**src/hdl/twc_pkg.sv**
```systemverilog
// ----------------------------------------------------------------------------
// twc_pkg
// Types and codes shared by the windowed ping-pong capture block.
// ----------------------------------------------------------------------------
package twc_pkg;

   localparam int CSR_AW = 5;

   typedef enum logic [1:0] {
      KIND_PACKET   = 2'd0,
      KIND_RETRIEVE = 2'd1,
      KIND_START    = 2'd2,
      KIND_STOP     = 2'd3
   } kind_type;

   typedef enum logic [1:0] {
      POLICY_DISCARD = 2'd0,
      POLICY_HOLD    = 2'd1,
      POLICY_BLOCK   = 2'd2
   } policy_type;

   typedef enum logic [2:0] {
      REG_ARMED            = 3'd0,
      REG_TRIGGER_DELAY    = 3'd1,
      REG_WINDOW_LENGTH    = 3'd2,
      REG_RETRIGGER_ENABLE = 3'd3,
      REG_RETRIGGER_PERIOD = 3'd4,
      REG_END_POLICY       = 3'd5
   } reg_index_type;

   typedef struct packed {
      logic        armed;
      logic [31:0] trigger_delay;
      logic [10:0] window_length;
      logic        retrigger_enable;
      logic [31:0] retrigger_period;
      logic [1:0]  end_policy;
   } cfg_type;

   typedef struct packed {
      logic        hit;
      logic [31:0] index;
      logic [10:0] avail;
      logic        exists;
   } stat_type;

endpackage

```
**src/hdl/twc_csr.sv**
```systemverilog
// ----------------------------------------------------------------------------
// twc_csr
// Configuration registers behind an APB-style port.
// ----------------------------------------------------------------------------
module twc_csr (
   input  logic                        clock,
   input  logic                        reset,
   input  logic                        csr_psel,
   input  logic                        csr_penable,
   input  logic                        csr_pwrite,
   input  logic [twc_pkg::CSR_AW-1:0]  csr_paddr,
   input  logic [31:0]                 csr_pwdata,
   output logic [31:0]                 csr_prdata,
   output logic                        csr_pready,
   output twc_pkg::cfg_type            cfg
);
   import twc_pkg::*;

   cfg_type       cfg_ff;
   cfg_type       cfg_in;
   logic          wr_stb;
   reg_index_type reg_sel;

   assign csr_pready = 1'b1;
   assign wr_stb     = csr_psel && csr_penable && csr_pwrite;
   assign reg_sel    = reg_index_type'(csr_paddr[CSR_AW-1:2]);
   assign cfg        = cfg_ff;

   always_comb begin
      cfg_in = cfg_ff;
      if (wr_stb) begin
         unique case (reg_sel)
            REG_ARMED:            cfg_in.armed            = csr_pwdata[0];
            REG_TRIGGER_DELAY:    cfg_in.trigger_delay    = csr_pwdata;
            REG_WINDOW_LENGTH:    cfg_in.window_length    = csr_pwdata[10:0];
            REG_RETRIGGER_ENABLE: cfg_in.retrigger_enable = csr_pwdata[0];
            REG_RETRIGGER_PERIOD: cfg_in.retrigger_period = csr_pwdata;
            REG_END_POLICY:       cfg_in.end_policy       = csr_pwdata[1:0];
            default: ;
         endcase
      end
   end

   always_comb begin
      unique case (reg_sel)
         REG_ARMED:            csr_prdata = {31'd0, cfg_ff.armed};
         REG_TRIGGER_DELAY:    csr_prdata = cfg_ff.trigger_delay;
         REG_WINDOW_LENGTH:    csr_prdata = {21'd0, cfg_ff.window_length};
         REG_RETRIGGER_ENABLE: csr_prdata = {31'd0, cfg_ff.retrigger_enable};
         REG_RETRIGGER_PERIOD: csr_prdata = cfg_ff.retrigger_period;
         REG_END_POLICY:       csr_prdata = {30'd0, cfg_ff.end_policy};
         default:              csr_prdata = 32'd0;
      endcase
   end

   always_ff @(posedge clock) begin
      if (reset) begin
         cfg_ff.armed            <= 1'b0;
         cfg_ff.trigger_delay    <= 32'd0;
         cfg_ff.window_length    <= 11'd1;
         cfg_ff.retrigger_enable <= 1'b0;
         cfg_ff.retrigger_period <= 32'd1;
         cfg_ff.end_policy       <= POLICY_DISCARD;
      end else begin
         cfg_ff <= cfg_in;
      end
   end

endmodule

```
**config.mk**
```make
export PLATFORM = sky130hd
export DESIGN_NAME = twc_csr
export DESIGN_NICKNAME = d
export VERILOG_FILES = /design/src/hdl/twc_pkg.sv /design/src/hdl/twc_csr.sv
export SDC_FILE = /design/constraint.sdc
export NUM_CORES = 1
export LEC_CHECK = 0
export ABC_AREA = 1
export ABC_CLOCK_PERIOD_IN_PS = 1400
export BUFFER_PORTS_ARGS = -buffer_cell sky130_fd_sc_hd__buf_2
export CAP_MARGIN = 0
export CORE_MARGIN = 4
export CORE_UTILIZATION = 49
export CTS_CLUSTER_DIAMETER = 40
export DETAILED_ROUTE_END_ITERATION = 8
export HOLD_SLACK_MARGIN = 0.08
export PLACE_DENSITY = 0.92
export SKIP_CTS_REPAIR_TIMING = 1
export SYNTH_ARGS = -nofsm -noshare
export SYNTH_HDL_FRONTEND = slang
export SYNTH_SLANG_ARGS = --single-unit
```
**constraint.sdc**
```tcl
create_clock -name clock -period 1.4 [get_ports clock]
set_input_delay 0.28 -clock clock [delete_from_list [all_inputs] [get_ports clock]]
set_output_delay 0.28 -clock clock [all_outputs]
set_load 0.05 [all_outputs]
```
# Word-level counts from Yosys, hierarchy flattened

Cells that the tools add are included.

Flip-flop bits (word level): 79
Word-level logic and storage cells: 21
Output and inout port bits: 112

Eq/ne operators: 5
Muxes and demuxes: 1
Reduce and logical (&&, ||, !) cells: 9

Operators with widths:

| cell                                                | count |
|---|---|
| one-hot mux 32 bit (6 select lines)                 | 1 |
| AND reduction 2 bit                                 | 6 |
| equality test 3 x 2 -> 1 bit, second input constant | 2 |
| equality test 3 bit, second input constant          | 2 |
| equality test 3 x 1 -> 1 bit, second input constant | 1 |
| zero test 3 bit                                     | 1 |
| logical AND 1 bit                                   | 2 |

# Depth between registers and ports, before layout

Depth after elaboration: 3
Mapped depth: 9
Mapped depth without buffers: 7

# Worst setup path after synthesis

OpenSTA, ideal clock, no wires.

Path kind: input port to output port
Start point: input port csr_paddr[4] in the netlist's numbering
End point: output port csr_prdata[2]
Path slack: -0.255 ns
Cell stages on the path: 7
Buffers on the path: 2
Arrival time: 1.375 ns
Cell sequence: buf_2 > inv_2 > nand2_2 > nor2_4 > buf_4 > nand2_1 > nand3_1

Longest elaborated chain between the ends: 2
Elaborated cells on any way between the ends: 7

Ends and longest elaborated chain:

| element                                           | RTL line      | text |
|---|---|---|
| from (decl)                                       | twc_csr.sv:11 | `input logic [twc_pkg::CSR_AW-1:0] csr_paddr,` |
| equality test 3 bit, or another cell as far along | twc_csr.sv:45 | `unique case (reg_sel)` |
| one-hot mux 32 bit (6 select lines) *             | twc_csr.sv:45 |  |
| to (decl)                                         | twc_csr.sv:13 | `output logic [31:0] csr_prdata,` |

Mark *: on every way between the ends. The rest lies on a longest branch, timed or not.

# Worst setup path after layout

Start point: input port csr_paddr[3] in the netlist's numbering
End point: output port csr_prdata[0]

The elaborated chain is that of the path after synthesis.

==> summary.txt <==
Yosys
  – Synth Area in Adders: 0%
  – Yosys warns: 0
  – Yosys cell types: 18
  – Post-Synthesis Cells: 612
  – Simple-Gate Fraction of Synth Area: 48.0%
  – Avg Cell Area, Syn: 6.28 µm²
  – Sequential share of the synthesized area: 41.1%
  – Mapped Nets: 654
  – Largest family of logic cells by synthesized area: simple AND/OR/NAND/NOR gates
  – Mux contribution to synthesized area: 0%
  – Synth Area in XOR/XNOR: 0%
  – Synthesized cell area: 3850 µm²
  – Synth Area in Compound Gates: 0.390%
  – Synth Register Bits: 79

Layout
  – N_diodes: 0
  – Commonest non-fill, non-tap cell in the layout: nor2_1
  – FILL cells: 520
  – Area occupied by multi-input gates: 2270 µm²
  – FF/Latch Area: 1580 µm²
  – Area grow syn2layout: 57.9%
  – NumNets Final: 818
  – Layout cells sized above 1: 36.6%
  – Max reg flops: 79
  – Most frequent cells in the layout: nor2_1, nand2_1, buf_2

Setup path
  – Slowest-stage cell, CP: nor2_4
  – CP Launch Point: csr_paddr[3]
  – RR Startpoint: cfg[69]
  – Crit path launch type: input port
  – Crit Path Class: in2out
  – CP bufs+invs: 6
  – Worst-path fanout max: 6
  – Setup crit end: csr_prdata[0]
  – RR Endpoint: cfg[69]
  – Critical Path Sink Type: output pin
  – Critical path data required time: 1120 ps
  – CP max stage delay: 160 ps
  – Worst path depth: 10
  – R2R Setup Slk: 710 ps
  – Reg2Reg Depth: 2
  – Top cell family by delay on the critical path: buffers and inverters
  – Crit-path cells: buf_8, buf_6, nor2_4, buf_12, buf_12, nand2_2, nand2_1, inv_1, nand2_2, buf_8
  – Arrival time at the worst endpoint: 1330 ps

GRT
  – Number of global-route vias before repair: 4108
  – Pin count of the biggest net entering global routing: 46
  – First-pass GRT wire length: 18000 µm
  – GRT overflow: 0
  – GRT Util Overall: 24.3%
  – Initial antenna violation count: 0

Route
  – Vias after detailed routing: 4693
  – Via/cell ratio: 5.33
  – Routed len/inst: 15.7 µm
  – DRC viols: 0
  – Routed Antenna Nets: 0
  – Initial drt markers: 283
  – Total Wirelength: 13800 µm
  – Pre-Repair DR Iteration Count: 5

Floorplanning
  – FP Rows: 32
  – Die area: 9330 µm²
  – Core Region: 7690 µm²
  – Starting Density: 50.0%
  – Die X-Extent: 96.6 µm
  – Die height: 96.6 µm
  – I/O pins: 154

Clock tree
  – TritonCTS clock tree: done
  – Clk sink count: 79
  – CTS max path bufs: 2
  – H-tree levels: 3
  – Clock Latency Late Sink: 330 ps
  – Total clock buffers created by CTS: 9
  – CTS Root Cell: clkbuf_8
  – Clock-pin transition on the worst setup and hold timing paths: 80 ps

Flow run
  – Max-Cap Viols: 0

STA
  – Tcrit/Tclk final: 115%
  – RSZ-0062 raised after global routing: yes
  – Slew Limit Fails: 0
  – Fin. Hold Viols: 0
  – Tmin final: 1610 ps
  – Clock Skews: 0 ps
  – Setup TNS Final: -4040 ps
  – Maximum clock rate: 622 MHz
  – Final WS setup: -207 ps
  – # setup viols final: 32
  – Minimum hold slack: 196 ps

Outcome
  – Failing checks: negative setup slack
  – Status: finished with violations

Place
  – RD Place Congestion: 0.864
  – DP HPWL: 8450 µm
  – Setup Slack @ Placement: -308 ps
  – Port Buf Inserts: 150

Power
  – Worst VDD drop: 0.532 mV
  – Final Total Pwr: 4880 µW
  – Leakage: 0.00313 µW
  – Pwr dens: 803 nW/µm²

Min path
  – Worst min path class: in2reg
==> routing by layer <==
metal | global-route usage (%) | up-vias | share of wire, %
met5 | 0 | - | 0
met4 | 8.88 | 0 | 2.0
met3 | 4.34 | 30 | 7.5
met2 | 44.8 | 250 | 53
met1 | 27.9 | 2220 | 37
li1 | - | 2193 | -
==> per-stage QoR <==
stage	instance area, µm²	cells	util, %
after floorplan	4170	612	-
after global placement	5110	849	66.5
after CTS	5320	863	69.2
final	6070	881	79.0
after global routing	6070	881	79.0
after detailed placement	5110	849	66.5
==> layout make-up <==
type,count,area share [%]
multi-input combinational,452,37.3
timing repair buffer,194,28.5
sequential,79,26.0
inverter,40,2.60
clock buffer,11,2.33
tap,102,2.10
clock inverter,3,1.13
==> worst min path at each step <==
stage / from / to / slack [ps] / depth (start not counted)
3_3_place_gp: cfg[9] / cfg[9] / 480 / 2
5_1_grt: csr_pwdata[0] / cfg[35] / 190 / 3
4_1_cts: csr_pwdata[0] / cfg[35] / 180 / 3
2_1_floorplan: csr_pwdata[0] / cfg[35] / 410 / 2
3_5_place_dp: cfg[10] / cfg[10] / 490 / 2
6_report: csr_pwdata[0] / cfg[35] / 200 / 3
==> kinds of logic after synthesis <==
logic type / after synthesis
other: 1
AO/OA/AOI/OAI: 3
buffers and inverters: 81
AND/OR/NAND/NOR: 448
flip-flops: 79
==> synth_stat cells <==
master | instances | area (µm²)
a21oi_1 | 1 | 5.00
buf_1 | 7 | 26.3
buf_2 | 14 | 70.1
buf_4 | 19 | 143
buf_6 | 1 | 11.3
conb_1 | 1 | 3.75
dfxtp_1 | 79 | 1580
inv_1 | 36 | 135
inv_2 | 4 | 15.0
nand2_1 | 188 | 706
nand2_2 | 1 | 6.26
nand3_1 | 90 | 450
nand3_4 | 1 | 17.5
nand4_1 | 3 | 18.8
nor2_1 | 160 | 601
nor2_2 | 2 | 12.5
nor2_4 | 3 | 33.8
o21ai_0 | 2 | 10.0
==> power breakdown <==
group          internal, µW  total, µW  switching (µW)
registers              2270       2300            27.5
logic                   277        741             464
clock network          1040       1840             797
==> worst reg2reg max path, cell delays in order (launching register included) <==
cell and delay, ps:
dfxtp_1 430, nor2_1 90, nor2_1 120
No activity file was read; power rests on OpenSTA's default activity.
