[src/hdl/twc_pkg.sv]
// ----------------------------------------------------------------------------
// twc_pkg
// Types and codes shared by the windowed ping-pong capture block.
// ----------------------------------------------------------------------------
package twc_pkg;

   localparam int CSR_AW = 5;

   typedef enum logic [1:0] {
      KIND_PACKET   = 2'd0,
      KIND_RETRIEVE = 2'd1,
      KIND_START    = 2'd2,
      KIND_STOP     = 2'd3
   } kind_type;

   typedef enum logic [1:0] {
      POLICY_DISCARD = 2'd0,
      POLICY_HOLD    = 2'd1,
      POLICY_BLOCK   = 2'd2
   } policy_type;

   typedef enum logic [2:0] {
      REG_ARMED            = 3'd0,
      REG_TRIGGER_DELAY    = 3'd1,
      REG_WINDOW_LENGTH    = 3'd2,
      REG_RETRIGGER_ENABLE = 3'd3,
      REG_RETRIGGER_PERIOD = 3'd4,
      REG_END_POLICY       = 3'd5
   } reg_index_type;

   typedef struct packed {
      logic        armed;
      logic [31:0] trigger_delay;
      logic [10:0] window_length;
      logic        retrigger_enable;
      logic [31:0] retrigger_period;
      logic [1:0]  end_policy;
   } cfg_type;

   typedef struct packed {
      logic        hit;
      logic [31:0] index;
      logic [10:0] avail;
      logic        exists;
   } stat_type;

endpackage

[src/hdl/twc_ctrl.sv]
// ----------------------------------------------------------------------------
// twc_ctrl
// Capture sequencing: packet counting, window phase, buffer selection and
// the read and fill counters of both buffers.
// ----------------------------------------------------------------------------
module twc_ctrl #(
   parameter int BUFFER_DEPTH = 1024,
   parameter int WORD_BITS    = 64,
   parameter int AW           = 10,
   parameter int CW           = 11
) (
   input  logic                 clock,
   input  logic                 reset,
   input  twc_pkg::cfg_type     cfg,
   input  logic                 accept,
   input  logic [1:0]           kind,
   input  logic [63:0]          packet_data,
   output logic                 wr_en,
   output logic                 wr_buf,
   output logic [AW-1:0]        wr_addr,
   output logic [WORD_BITS-1:0] wr_data,
   output logic                 rd_en,
   output logic                 rd_buf,
   output logic [AW-1:0]        rd_addr,
   output twc_pkg::stat_type    stat
);
   import twc_pkg::*;

   localparam int LXW = (CW > 11) ? CW : 11;

   logic [31:0]   lat_delay_ff, lat_delay_in;
   logic [CW-1:0] lat_len_ff, lat_len_in;
   logic          lat_retrig_ff, lat_retrig_in;
   logic [31:0]   lat_period_ff, lat_period_in;
   logic [1:0]    lat_policy_ff, lat_policy_in;
   logic [31:0]   pc_ff, pc_in;
   logic [31:0]   ph_ff, ph_in;
   logic [CW-1:0] fill_ff [2];
   logic [CW-1:0] fill_in [2];
   logic [CW-1:0] rd_ff [2];
   logic [CW-1:0] rd_in [2];
   logic [31:0]   wst_ff [2];
   logic [31:0]   wst_in [2];
   logic          cur_ff, cur_in;
   logic          exists_ff, exists_in;
   logic          active_ff, active_in;
   logic          dd_ff, dd_in;

   logic [LXW-1:0] wl_ext;
   logic [CW-1:0]  len_new;
   logic           delay_wait;
   logic [31:0]    ph;
   logic [31:0]    ph_inc;
   logic [31:0]    ph_next;
   logic           in_window;
   logic           ph_zero;
   logic           swap;
   logic           wbuf;
   logic [CW-1:0]  wfill;
   logic           room;
   logic           old_none;
   logic           old_buf;
   logic           hit;
   logic [CW-1:0]  rd_inc;
   logic [CW-1:0]  avail;
   logic [LXW-1:0] avail_ext;

   assign wl_ext  = LXW'(cfg.window_length);
   assign len_new = (wl_ext > LXW'(BUFFER_DEPTH)) ? CW'(BUFFER_DEPTH) : CW'(wl_ext);

   assign delay_wait = !dd_ff && (pc_ff < lat_delay_ff);
   assign ph         = dd_ff ? ph_ff : 32'd0;
   assign ph_inc     = ph + 32'd1;
   assign in_window  = ph < 32'(lat_len_ff);
   assign ph_zero    = (ph == 32'd0);
   assign swap       = ph_zero && (fill_ff[cur_ff] != '0) && (rd_ff[cur_ff] != '0);
   assign wbuf       = cur_ff ^ swap;
   assign wfill      = ph_zero ? '0 : fill_ff[wbuf];
   assign room       = wfill < lat_len_ff;

   always_comb begin
      if (lat_retrig_ff) begin
         ph_next = (ph_inc >= lat_period_ff) ? 32'd0 : ph_inc;
      end else begin
         ph_next = in_window ? ph_inc : ph;
      end
   end

   assign old_none = (fill_ff[0] == '0) && (fill_ff[1] == '0);
   always_comb begin
      if (fill_ff[0] == '0) begin
         old_buf = 1'b1;
      end else if (fill_ff[1] == '0) begin
         old_buf = 1'b0;
      end else begin
         old_buf = (wst_ff[0] <= wst_ff[1]) ? 1'b0 : 1'b1;
      end
   end

   assign hit    = exists_ff && !old_none && (rd_ff[old_buf] < fill_ff[old_buf]);
   assign rd_inc = rd_ff[old_buf] + CW'(1);
   assign avail  = (cfg.armed && exists_ff && !old_none) ?
                   (fill_ff[old_buf] - rd_ff[old_buf]) : '0;
   assign avail_ext = LXW'(avail);

   assign stat.hit    = (kind == KIND_RETRIEVE) && hit;
   assign stat.index  = wst_ff[old_buf] + 32'(rd_ff[old_buf]);
   assign stat.avail  = avail_ext[10:0];
   assign stat.exists = exists_ff;

   assign wr_buf  = wbuf;
   assign wr_addr = wfill[AW-1:0];
   assign wr_data = packet_data[WORD_BITS-1:0];
   assign rd_buf  = old_buf;
   assign rd_addr = rd_ff[old_buf][AW-1:0];

   always_comb begin
      lat_delay_in  = lat_delay_ff;
      lat_len_in    = lat_len_ff;
      lat_retrig_in = lat_retrig_ff;
      lat_period_in = lat_period_ff;
      lat_policy_in = lat_policy_ff;
      pc_in         = pc_ff;
      ph_in         = ph_ff;
      fill_in       = fill_ff;
      rd_in         = rd_ff;
      wst_in        = wst_ff;
      cur_in        = cur_ff;
      exists_in     = exists_ff;
      active_in     = active_ff;
      dd_in         = dd_ff;
      wr_en         = 1'b0;
      rd_en         = 1'b0;
      if (accept) begin
         case (kind)
            KIND_PACKET: begin
               if (cfg.armed && exists_ff && active_ff) begin
                  pc_in = pc_ff + 32'd1;
                  if (!delay_wait) begin
                     dd_in = 1'b1;
                     ph_in = ph_next;
                     if (in_window) begin
                        if (ph_zero) begin
                           cur_in        = wbuf;
                           fill_in[wbuf] = '0;
                           rd_in[wbuf]   = '0;
                           wst_in[wbuf]  = pc_ff;
                        end
                        if (room) begin
                           wr_en         = 1'b1;
                           fill_in[wbuf] = wfill + CW'(1);
                        end
                     end
                  end
               end
            end
            KIND_RETRIEVE: begin
               if (hit) begin
                  rd_en = 1'b1;
                  if (rd_inc >= lat_len_ff) begin
                     rd_in[old_buf]   = '0;
                     fill_in[old_buf] = '0;
                     wst_in[old_buf]  = 32'd0;
                  end else begin
                     rd_in[old_buf] = rd_inc;
                  end
               end
            end
            KIND_START: begin
               if (cfg.armed && !(exists_ff && lat_policy_ff == POLICY_BLOCK)) begin
                  fill_in       = '{default: '0};
                  rd_in         = '{default: '0};
                  wst_in        = '{default: 32'd0};
                  cur_in        = 1'b0;
                  lat_delay_in  = cfg.trigger_delay;
                  lat_len_in    = len_new;
                  lat_retrig_in = cfg.retrigger_enable;
                  lat_period_in = cfg.retrigger_period;
                  lat_policy_in = cfg.end_policy;
                  pc_in         = 32'd0;
                  ph_in         = 32'd0;
                  dd_in         = 1'b0;
                  exists_in     = 1'b1;
                  active_in     = 1'b1;
               end
            end
            KIND_STOP: begin
               if (cfg.armed && exists_ff && active_ff) begin
                  active_in = 1'b0;
                  if (lat_policy_ff == POLICY_DISCARD) begin
                     fill_in   = '{default: '0};
                     rd_in     = '{default: '0};
                     wst_in    = '{default: 32'd0};
                     cur_in    = 1'b0;
                     exists_in = 1'b0;
                  end
               end
            end
            default: ;
         endcase
      end
   end

   always_ff @(posedge clock) begin
      if (reset) begin
         lat_delay_ff  <= 32'd0;
         lat_len_ff    <= (BUFFER_DEPTH > 1) ? CW'(1) : CW'(BUFFER_DEPTH);
         lat_retrig_ff <= 1'b0;
         lat_period_ff <= 32'd1;
         lat_policy_ff <= POLICY_DISCARD;
         pc_ff         <= 32'd0;
         ph_ff         <= 32'd0;
         fill_ff       <= '{default: '0};
         rd_ff         <= '{default: '0};
         wst_ff        <= '{default: 32'd0};
         cur_ff        <= 1'b0;
         exists_ff     <= 1'b0;
         active_ff     <= 1'b0;
         dd_ff         <= 1'b0;
      end else begin
         lat_delay_ff  <= lat_delay_in;
         lat_len_ff    <= lat_len_in;
         lat_retrig_ff <= lat_retrig_in;
         lat_period_ff <= lat_period_in;
         lat_policy_ff <= lat_policy_in;
         pc_ff         <= pc_in;
         ph_ff         <= ph_in;
         fill_ff       <= fill_in;
         rd_ff         <= rd_in;
         wst_ff        <= wst_in;
         cur_ff        <= cur_in;
         exists_ff     <= exists_in;
         active_ff     <= active_in;
         dd_ff         <= dd_in;
      end
   end

   a_fill_bounded: assert property (@(posedge clock) disable iff (reset)
      (fill_ff[0] <= lat_len_ff) && (fill_ff[1] <= lat_len_ff))
      else $error("Buffer fill count exceeds the window length.");

   a_read_behind_fill: assert property (@(posedge clock) disable iff (reset)
      (rd_ff[0] <= fill_ff[0]) && (rd_ff[1] <= fill_ff[1]))
      else $error("Read count passed the fill count.");

   a_empty_without_capture: assert property (@(posedge clock) disable iff (reset)
      !exists_ff |-> (fill_ff[0] == '0) && (fill_ff[1] == '0))
      else $error("Buffers hold data while no capture exists.");

   a_one_port_access: assert property (@(posedge clock) disable iff (reset)
      !(wr_en && rd_en))
      else $error("Memory written and read by the same transfer.");

endmodule

[config.mk]
export PLATFORM = sky130hd
export DESIGN_NAME = twc_ctrl
export DESIGN_NICKNAME = d
export VERILOG_FILES = /design/src/hdl/twc_pkg.sv /design/src/hdl/twc_ctrl.sv
export SDC_FILE = /design/constraint.sdc
export NUM_CORES = 1
export LEC_CHECK = 0
export ABC_AREA = 0
export BUFFER_PORTS_ARGS = -buffer_cell sky130_fd_sc_hd__buf_2
export CORE_MARGIN = 2
export CORE_UTILIZATION = 50
export CTS_BUF_LIST = sky130_fd_sc_hd__clkbuf_4
export CTS_CLUSTER_SIZE = 40
export DETAILED_ROUTE_END_ITERATION = 8
export GPL_ROUTABILITY_DRIVEN = 1
export MAX_ROUTING_LAYER = met4
export PLACE_DENSITY = 0.78
export SKIP_LAST_GASP = 1
export SYNTH_ARGS = -nofsm -noshare
export SYNTH_HDL_FRONTEND = slang
export SYNTH_SLANG_ARGS = --single-unit
export TNS_END_PERCENT = 5
[constraint.sdc]
create_clock -name clock -period 9.48 [get_ports clock]
set_clock_uncertainty 0.05 [all_clocks]
set_input_delay 0.474 -clock clock [delete_from_list [all_inputs] [get_ports clock]]
set_output_delay 0.474 -clock clock [all_outputs]
set_load 0.05 [all_outputs]
## After elaboration in Yosys (flattened, before gate mapping)

Cells that the tools add are included.

| storage, ports and cells | value |
|---|---|
| memory bits (writable) | 0 |
| latch bits | 0 |
| memories | 0 |
| output and inout port bits | 133 |
| ROM bits | 0 |
| register bits after elaboration | 254 |

| cells by class | value |
|---|---|
| div/mod/pow operators | 0 |
| equal/unequal tests | 13 |
| muxes and demuxes | 102 |
| $lt $le $gt $ge | 13 |
| bitwise logic cells | 12 |
| add/sub/neg operators | 6 |
| multiply operators | 0 |
| reduce and logical (&&, ||, !) cells | 36 |
| shift operators | 0 |

Operators by type and width:

| cell | count |
|---|---|
| $mux W64 | 9 |
| $mux W22 | 21 |
| $mux W32 | 13 |
| $pmux W64 S4 | 1 |
| $mux W11 | 20 |
| $pmux W22 S4 | 2 |
| $pmux W32 S2 | 2 |
| $and A22 B22 Y22 | 4 |
| $add A32 B1 Y32 const B | 2 |
| $and A64 B64 Y64 | 1 |
| $bwmux W64 | 1 |
| $demux W32 S1 | 2 |
| $not A64 Y64 | 1 |
| $bwmux W22 | 2 |
| $not A22 Y22 | 2 |
| $add A32 B11 Y32 | 1 |
| $ge A32 B32 Y1 | 1 |
| $le A32 B32 Y1 | 1 |
| $logic_not A32 Y1 | 1 |
| $lt A32 B11 Y1 | 1 |
| $lt A32 B32 Y1 | 1 |
| $reduce_and A9 Y1 | 3 |
| $mux W1 | 23 |
| $add A11 B1 Y11 const B | 2 |
| 26 further kinds | 65 |

## Logic depth before layout (Yosys ltp)

Gate-level depths: netlist of run 1.

| depth | value |
|---|---|
| word-level depth | 27 |
| gate-level depth with buffers | 32 |
| gate-level depth less buffers | 27 |

## Worst setup path after synthesis of run 1

No wires, ideal clock.

| path | value |
|---|---|
| path kind | register to output |
| start | register with a tool-made name |
| end | output stat[30] in the netlist's numbering |
| setup slack | 2518 ps |
| arrival time | 6438 ps |
| cell stages (with the launch flop) | 25 |
| path buffers | 3 |
| path through | dfxtp_1 -> inv_1 -> ha_1 -> nand4_1 -> nor4_1 -> a21boi_1 -> and2_1 -> a221oi_4 -> inv_1 -> clkbuf_1 -> clkbuf_1 -> nand2_1 -> nand2_1 -> ha_1 -> fa_1 -> a21oi_1 -> o211ai_1 -> o211a_1 -> o21a_1 -> o21a_1 -> or2_2 -> clkbuf_1 -> nand4_1 -> xnor2_1 -> o21ai_0 |

RTL lines:

| item | RTL line | source |
|---|---|---|
| end, declared | twc_ctrl.sv:25 | `output twc_pkg::stat_type stat` |

==> results.py, run 1 <==
metrics = {
    "timing": {
        "finalSetupViolCount": 0,
        "rsz0062_at_grt": "false",
        "fmax_mhz": 127,
        "layout_setup_ws_ps": 1590,
        "finalCriticalPeriod_ps": 7890,
        "finalCritPeriodShare": 0.833,
        "slew_headroom": 0.288,
        "hold_viol_final": 0,
        "slew_viol_final": 0,
        "tns_ps": 0,
        "worstMarginPinSlew_ps": 1070,
    },
    "global_routing": {
        "antenna_found_initial": 1,
        "grt_pass1_vias": 16200,
        "grt_max_degree": 90,
        "grt_overflow": 0,
        "grt_use_total": 0.293,
        "grt_pass1_wl_mm": 83.3,
    },
    "critical_path": {
        "cp_num_buf_inv": 4,
        "slowest_delay_ps": 710,
        "cp_max_fo": 23,
        "path_cells": "inv_1 > ha_1 > nand4_1 > nor4_1 > a21boi_1 > and2_1 > a221oi_4 > buf_4 > mux2i_1 > inv_1 > ha_1 > nand3_1 > o211ai_1 > o211a_1 > o21a_1 > o21a_1 > or2_2 > nand2_1 > nor4_1 > xnor2_1 > mux2i_1 > buf_2",
        "reg2reg_to": "fill_ff[11]",
        "critPathTopFamily": "simple AND/OR/NAND/NOR gates",
        "cp.required_ps": 8960,
        "start_kind": "register",
        "crit_path_end_kind": "output pin",
        "rrSetupSlack_ps": 2400,
        "critical-path-slowest-cell": "a221oi_4",
        "arrival_ps": 7370,
        "ff2ff_path_depth": 25,
        "critPathKind": "register to output pin",
    },
    "pwr": {
        "powerDensity_nw_per_um2": 112,
        "vdd_drop_max_mv": 0.0922,
        "leakagePower_uw": 0.00778,
        "power_uw": 2180,
    },
    "drt": {
        "first_pass_iters": 5,
        "drcViolationCount": 0,
        "vias": 16900,
        "viasPerCell": 5.84,
        "wl_mm": 52.1,
        "wire_per_inst_um": 18.0,
        "ant_nets": 0,
        "drtIter0Drc": 1390,
    },
    "synth": {
        "synth_xor_area_frac": 0.0625,
        "synth-edff-count": 0,
        "synthesis.area_um2": 17200,
        "async_reset_ff_frac": 0,
        "synth_compound_area_frac": 0.187,
        "synth_top_family_by_area": "simple AND/OR/NAND/NOR gates",
        "synthMuxAreaShare": 0.0240,
        "syn_nets": 2538,
        "synth_simple_gate_area_frac": 0.231,
        "syn_area_per_cell_um2": 7.71,
        "ys_seq_area_frac": 0.295,
        "synth_ff_type": "dfxtp_1",
        "ys_seq_elements": 254,
        "synthAdderAreaFrac": 0.113,
        "ys_warn_count": 0,
        "synth.distinct_cells": 86,
        "syn_inst": 2235,
    },
    "outcome": {
        "outcome": "finished clean",
    },
    "clocking": {
        "clockRootBuffer": "clkbuf_4",
        "insertion_delay_ps": 770,
        "max-clock-path-buffers": 3,
        "cts_resized": 0,
        "cts_tree": "built",
        "cts_sinks": 254,
        "htree_num_levels": 3,
        "clkSlewWorstSetupHoldPaths_ps": 60,
        "cts_buffers": 72,
    },
    "final_layout": {
        "final_util": 0.566,
        "area_growth_pct": 12.7,
        "final_common_cell": "nand2_1",
        "nets": 2693,
        "layout-drive-gt1-share": 0.129,
        "most-common-layout-cells": "nand2_1 (335), dfxtp_1 (254), nor2_1 (183), a21oi_1 (161), inv_1 (154)",
    },
    "floorplan": {
        "die_area_um2": 36000,
        "die_w_um": 190,
        "start_util": 0.503,
        "rows": 68,
        "io_pins": 281,
        "die_h_um": 190,
        "coreArea_um2": 34300,
    },
    "placement": {
        "routabilityCongestion": 0.997,
        "portBuffers": 152,
        "pre_cts_ws_ps": 2450,
        "hpwl_mm": 36.8,
    },
    "flow_run": {
        "maxCapViolCount": 0,
    },
    "worst_hold_path": {
        "hp-class": "input port to register",
        "min_path_cells": 3,
        "worst_hold_startpoint": "cfg[76]",
        "min_to": "lat_delay_ff[30]",
    },
}
==> worst max-delay path by stage <==
stage	slack, ps	cells past startpoint	start	end
after floorplan	2520	24	register	stat[30]
after global placement	2650	22	register	stat[26]
after detailed placement	2450	22	register	stat[40]
after CTS	1660	22	register	stat[40]
after global routing	1110	22	register	stat[40]
final	1590	22	register	stat[40]
==> logic make-up (layout without fill, tap and decap cells) <==
group | Yosys count | in the layout
compound gates | 496 | 496
xor+xnor | 123 | 123
fa+ha+maj | 155 | 155
buf+inv | 319 | 522
flops | 254 | 254
mux | 40 | 40
other cells | 0 | 1
simple gates | 848 | 848
==> tightest hold or removal path, delay by kind of cell <==
kind / cells / cell delay [ps]
AND/OR/NAND/NOR: 1 / 100
buffers and inverters: 1 / 100
AO/OA/AOI/OAI: 1 / 80
==> per-layer routing <==
layer  part of all wire  wire [µm]  up-vias  GRT usage
met3              0.089       4640      108     0.0542
met5                  0          0        -          -
met1               0.44      23100     7867      0.386
li1                   -          -     8130          -
met4              0.022       1140        0      0.102
met2               0.45      23200      789      0.453
==> layout make-up <==
class | count | area, µm²
tap | 455 | 569
multi-input combinational | 1662 | 10700
fill | 3116 | 14900
sequential | 254 | 5080
timing repair buffer | 245 | 1650
clock inverter | 26 | 111
clock buffer | 96 | 721
antenna | 1 | 2.50
inverter | 155 | 584
==> cell usage after synthesis, types with 6 or more instances <==
cell type  count  area (µm²)
o21ai_0      102         510
ha_1         153        1910
nand3b_1      14         105
nand4_1       44         275
o2111ai_1      6        52.6
or4_1         10        75.1
nand3_1       68         340
a31oi_1       14        87.6
nor3_1        38         190
nand2_1      336        1260
nor4_1        30         188
a211oi_1      14         105
o31ai_1       17         128
or3_1         16         100
xnor2_1       79         692
nor2_1       185         694
buf_4         68         510
mux2i_1       34         340
o21ai_1        9        45.0
o21a_1        15         113
a22oi_1        8        60.1
buf_2         23         115
o22ai_1        6        37.5
a21o_1        20         150
nor2b_1       12        75.1
inv_1        154         578
nand2b_1      17         106
and3_1        32         200
clkbuf_1      66         248
xor2_1        44         385
a22o_1        67         587
a21oi_1      161         806
and4_1         6        52.6
o211ai_1      14         105
and2_1         8        50.1
dfxtp_1      254        5080
==> metrics by stage <==
stage / cells / hold slack (ps) / area, µm²
finish: 2894 / 58.3 / 19400
global route: 2894 / 28.4 / 19400
CTS: 2893 / 6.10 / 19400
detailed placement: 2695 / 397 / 17800
global placement: 2695 / 390 / 17800
floorplan: 2235 / 382 / 17200
==> report_power, final <==
part	switching, µW	leakage, µW	internal, µW
Sequential	3.41	0.00205	1070
Combinational	86.5	0.00521	56.6
Clock	493	0.000519	473
Total	583	0.00778	1600
==> timing repair <==
| action | in CTS | in global routing |
|---|---|---|
| endpoints found under the setup margin | 0 | 0 |
| hold buffers | 76 | 0 |
| setup buffers | 0 | 0 |
| hold endpoints to repair | 76 | 0 |
Note: power is estimated with default switching activity, not from simulation.
==> run 2, diff against run 1 <==
- clock period: 9.48 -> 7.7 ns (I/O delays scaled with it)
==> run 2 against run 1 <==
Global-route usage grew 0.68 points. Register-to-register slack got worse by 1400 ps. Setup slack got worse by 1200 ps. Clock-buffer cell count increased by 8. First-iteration DRC count up 9.0%. Non-clock buffer count up 13. Combinational power up 27%. Cell area increased by 1.4%. Critical path type unchanged. Critical endpoint unchanged.
==> results.py, run 2 (synthesized netlist as in run 1, its figures left out) <==
metrics = {
    "outcome": {
        "outcome": "finished clean",
    },
    "timing": {
        "rsz0062_at_grt": "false",
        "fmax_mhz": 137,
        "tns_ps": 0,
        "finalSetupViolCount": 0,
        "finalCriticalPeriod_ps": 7320,
        "slew_viol_final": 0,
        "finalCritPeriodShare": 0.951,
        "hold_viol_final": 0,
        "worstMarginPinSlew_ps": 1120,
        "holdWs_ps": 111,
        "slew_headroom": 0.254,
    },
    "floorplan": {
        "die_h_um": 190,
        "start_util": 0.503,
        "rows": 68,
        "io_pins": 281,
        "die_area_um2": 36000,
        "coreArea_um2": 34300,
        "die_w_um": 190,
    },
    "pwr": {
        "powerDensity_nw_per_um2": 144,
        "leakagePower_uw": 0.00786,
        "vdd_drop_max_mv": 0.123,
    },
    "clocking": {
        "cts_sinks": 254,
        "max-clock-path-buffers": 3,
        "insertion_delay_ps": 780,
        "cts_tree": "built",
        "clkSlewWorstSetupHoldPaths_ps": 70,
        "htree_num_levels": 3,
        "cts_buffers": 75,
        "clockRootBuffer": "clkbuf_4",
    },
    "final_layout": {
        "final_common_cell": "nand2_1",
        "final_util": 0.574,
        "final_area_um2": 19700,
        "nets": 2710,
        "instances_no_fill": 2918,
        "area_growth_pct": 14.2,
        "layout-drive-gt1-share": 0.130,
        "most-common-layout-cells": "nand2_1 (335), dfxtp_1 (254), nor2_1 (183), a21oi_1 (161), inv_1 (154)",
    },
    "placement": {
        "dp_cells": 2698,
        "placed_cell_area_um2": 17900,
        "hpwl_mm": 37.6,
        "portBuffers": 152,
        "routabilityCongestion": 0.998,
    },
    "global_routing": {
        "grt_max_degree": 79,
        "grt_pass1_vias": 16400,
        "grt_pass1_wl_mm": 84.9,
        "antenna_found_initial": 3,
        "grt_use_total": 0.300,
        "grt_overflow": 0,
    },
    "drt": {
        "wire_per_inst_um": 18.3,
        "wl_mm": 53.5,
        "ant_nets": 0,
        "drtIter0Drc": 1515,
        "drcViolationCount": 0,
        "first_pass_iters": 8,
        "vias": 17100,
        "viasPerCell": 5.87,
    },
    "critical_path": {
        "path_cells": "inv_1 > ha_1 > nand4_1 > nor4_1 > a21boi_1 > and2_1 > a221oi_4 > buf_4 > mux2_2 > ha_1 > a21oi_1 > o211ai_1 > o211a_1 > o21a_1 > o21a_1 > or2_2 > nand2_1 > nor4_1 > xnor2_1 > mux2i_1 > buf_2",
        "arrival_ps": 6880,
        "crit_path_end_kind": "output pin",
        "start_kind": "register",
        "cp_max_fo": 14,
        "critPathTopFamily": "compound AO/OA/AOI/OAI gates",
        "cp_num_buf_inv": 3,
        "slowest_delay_ps": 550,
        "critPathKind": "register to output pin",
        "critical-path-slowest-cell": "a221oi_4",
        "cp.required_ps": 7260,
    },
    "flow_run": {
        "maxCapViolCount": 0,
    },
    "worst_hold_path": {
        "hp-class": "input port to register",
    },
}
run 2: cell types whose count changed in the layout (fill, tap and decap cells not counted), moves of 2 or more:
cell / previous run / this run
dlygate4sd3_1: 76 / 86
clkinv_2: 11 / 2
clkbuf_4: 96 / 104
clkinv_1: 11 / 17
clkinv_4: 0 / 4
inv_2: 4 / 0
buf_4: 18 / 21
bufinv_16: 0 / 2
diode_2: 1 / 3
run 2: path summary, 6_finish.rpt:
| path | startpoint | end | slack, ps | cells past startpoint |
|---|---|---|---|---|
| setup reg to reg | register | fill_ff[11] | 1020 | 24 |
| hold / removal | cfg[78] | exists_ff | 110 | 4 |
| setup / recovery | register | stat[40] | 380 | 21 |
| hold reg to reg | lat_delay_ff[25] | lat_delay_ff[25] | 400 | 2 |
run 2: worst min-delay path, stage by stage:
cell and delay (ps):
buf_2 150, o2111ai_1 150, o31ai_1 90, a21oi_1 130
run 2: layout make-up:
type,instances,area (µm²)
Antenna cell,3,7.51
Clock buffer,104,781
Clock inverter,26,176
Fill cell,3081,14600
Inverter,155,584
Multi-Input combinational cell,1663,10700
Sequential cell,254,5080
Tap cell,455,569
Timing Repair Buffer,258,1770
run 2: power by group:
part	leakage, µW	total, µW	switching, µW	internal [µW]
logic	0.00526	181	109	71.8
registers	0.00205	1320	4.12	1320
clock network	0.000558	1330	633	695
run 2: stage by stage:
step                total power, µW  setup slack, ps
floorplan                      1530              827
finish                         2830              381
global placement               1490             1130
detailed placement             1490             1030
global route                   2940             28.7
CTS                            2840              235
run 2: repair_timing:
item,4_1_cts,5_1_grt
gates resized for setup,0,0
buffers inserted,0,0
setup endpoints to repair,0,3
hold buffers,86,0
endpoints found under the hold margin,80,0
run 2: metal layers:
| layer | GRT usage | vias up | share of wire |
|---|---|---|---|
| met5 | - | - | 0 |
| met4 | 0.112 | 0 | 0.029 |
| met3 | 0.0587 | 138 | 0.088 |
| met2 | 0.454 | 811 | 0.45 |
| met1 | 0.398 | 8024 | 0.44 |
| li1 | - | 8167 | - |
==> run 3, diff against run 2 <==
- SETUP_SLACK_MARGIN: unset -> 0.4
==> run 3 against run 2 <==
Core utilization is 0.14 points higher. Global-route usage rose by 0.16 points. Non-clock buffer count grew 2. Largest power group unchanged.
==> results.py, run 3 (synthesized netlist as in run 1, its figures left out) <==
metrics = {
    "outcome": {
        "outcome": "finished clean",
    },
    "final_layout": {
        "instances_no_fill": 2920,
        "final_common_cell": "nand2_1",
        "nets": 2712,
        "layout-drive-gt1-share": 0.132,
        "area_growth_pct": 14.5,
        "most-common-layout-cells": "nand2_1 (333), dfxtp_1 (254), nor2_1 (183), a21oi_1 (161), inv_1 (154)",
    },
    "placement": {
        "pre_cts_ws_ps": 1030,
        "portBuffers": 152,
        "hpwl_mm": 37.6,
        "dp_cells": 2698,
        "routabilityCongestion": 0.998,
    },
    "floorplan": {
        "coreArea_um2": 34300,
        "rows": 68,
        "start_util": 0.503,
        "die_w_um": 190,
        "die_area_um2": 36000,
        "io_pins": 281,
        "die_h_um": 190,
    },
    "global_routing": {
        "grt_max_degree": 79,
        "use_met3": 0.0588,
        "grt.busiest_layer": "met2",
        "grt_use_total": 0.302,
        "grt_pass1_vias": 16500,
        "antenna_found_initial": 3,
        "globalRouteMet1Util": 0.399,
        "grt_use_met2": 0.456,
        "grt_overflow": 0,
        "grt_pass1_wl_mm": 85.3,
    },
    "drt": {
        "viasPerCell": 5.86,
        "drcViolationCount": 0,
        "wire_per_inst_um": 18.3,
        "first_pass_iters": 6,
        "vias": 17100,
        "drtIter0Drc": 1548,
        "wl_mm": 53.5,
        "ant_nets": 0,
    },
    "critical_path": {
        "critical-path-slowest-cell": "nor4_1",
        "critPathKind": "register to output pin",
        "cp.required_ps": 7260,
        "arrival_ps": 6640,
        "slowest_delay_ps": 510,
        "cp_max_fo": 14,
        "reg2reg_to": "fill_ff[11]",
        "cp_num_buf_inv": 4,
        "rrSetupSlack_ps": 1120,
        "critPathTopFamily": "simple AND/OR/NAND/NOR gates",
        "crit_path_end_kind": "output pin",
        "ff2ff_path_depth": 25,
        "path_cells": "inv_1 > ha_1 > nand4_1 > nor4_1 > a21boi_1 > and2_1 > a221oi_4 > buf_12 > buf_4 > mux2_2 > ha_1 > a21oi_1 > o211ai_1 > o211a_1 > o21a_1 > o21a_1 > or2_2 > nand2_2 > nor4_1 > xnor2_1 > mux2i_1 > buf_2",
        "start_kind": "register",
        "worst-path-stages": 22,
        "worstSetupEndpoint": "stat[40]",
    },
    "pwr": {
        "powerDensity_nw_per_um2": 144,
        "leakagePower_uw": 0.00788,
        "vdd_drop_max_mv": 0.123,
    },
    "timing": {
        "finalSetupViolCount": 0,
        "slew_headroom": 0.254,
        "tns_ps": 0,
        "layout_setup_ws_ps": 627,
        "rsz0062_at_grt": "true",
        "holdWs_ps": 120,
        "hold_viol_final": 0,
        "finalCritPeriodShare": 0.919,
        "worstMarginPinSlew_ps": 1120,
        "finalCriticalPeriod_ps": 7070,
        "fmax_mhz": 141,
        "slew_viol_final": 0,
    },
    "clocking": {
        "max-clock-path-buffers": 3,
        "cts_buffers": 75,
        "insertion_delay_ps": 780,
        "clkSlewWorstSetupHoldPaths_ps": 70,
        "clockRootBuffer": "clkbuf_4",
        "cts_tree": "built",
        "cts_sinks": 254,
        "htree_num_levels": 3,
    },
    "flow_run": {
        "maxCapViolCount": 0,
    },
    "worst_hold_path": {
        "hp-class": "input port to register",
    },
}
## run 3: repair_timing
| item | in CTS | in global routing |
|---|---|---|
| hold endpoints to repair | 80 | 0 |
| gates resized for setup | 1 | 3 |
| setup endpoints to repair | 5 | 3 |
| cloned | 1 | 0 |
| pin swaps | 1 | 0 |
| hold buffers | 86 | 0 |
| setup buffers | 2 | 0 |
## run 3: cell type report
type,instances,area [µm²]
Antenna cell,3,7.51
Clock buffer,104,781
Clock inverter,26,176
Fill cell,3076,14500
Inverter,155,584
Multi-Input combinational cell,1663,10700
Sequential cell,254,5080
Tap cell,455,569
Timing Repair Buffer,260,1800
## run 3: stage by stage
| stage | area, µm² | power (µW) | util |
|---|---|---|---|
| 2_1_floorplan | 17200 | 1530 | - |
| 6_report | 19700 | 2840 | 0.576 |
| 4_1_cts | 19700 | 2840 | 0.575 |
| 5_1_grt | 19700 | 2940 | 0.576 |
| 3_5_place_dp | 17900 | 1490 | 0.521 |
| 3_3_place_gp | 17900 | 1490 | 0.521 |
## run 3: routing by layer
metal / up-vias / part of all wire
met1: 8022 / 0.44
met2: 784 / 0.45
met5: - / 0
met4: 0 / 0.030
li1: 8163 / -
met3: 146 / 0.083
## run 3: worst register-to-register path, stage by stage, from the launching register on
cell and delay [ps]:
dfxtp_1 400, inv_1 60, ha_1 310, nand4_1 160
nor4_1 510, a21boi_1 310, and2_1 330, a221oi_4 290
buf_12 170, mux2i_1 280, inv_1 220, ha_1 320
nand3_1 140, xnor2_1 70, o21ai_0 460, inv_1 100
ha_1 310, nand4_1 70, or3_1 370, a31oi_1 140
o22a_1 160, a21oi_1 90, nor3b_2 470, a31oi_2 320
a31oi_1 230, mux2i_1 90
## run 3: where the power goes
part | switching (µW) | total, µW | internal, µW
clock | 638 | 1330 | 695
sequential | 4.13 | 1320 | 1320
combinational | 109 | 182 | 72.8
## run 3: how the worst min path moves through the flow
stage                           startpoint                to  slack, ps  depth (start not counted)
after floorplan              lat_len_ff[1]     lat_len_ff[1]        380                          2
after global placement       lat_len_ff[9]     lat_len_ff[9]        390                          2
after detailed placement  lat_delay_ff[25]  lat_delay_ff[25]        400                          2
after CTS                          cfg[78]         exists_ff          7                          4
after global routing               cfg[78]         exists_ff        110                          4
final                                reset         ph_ff[18]        120                          2
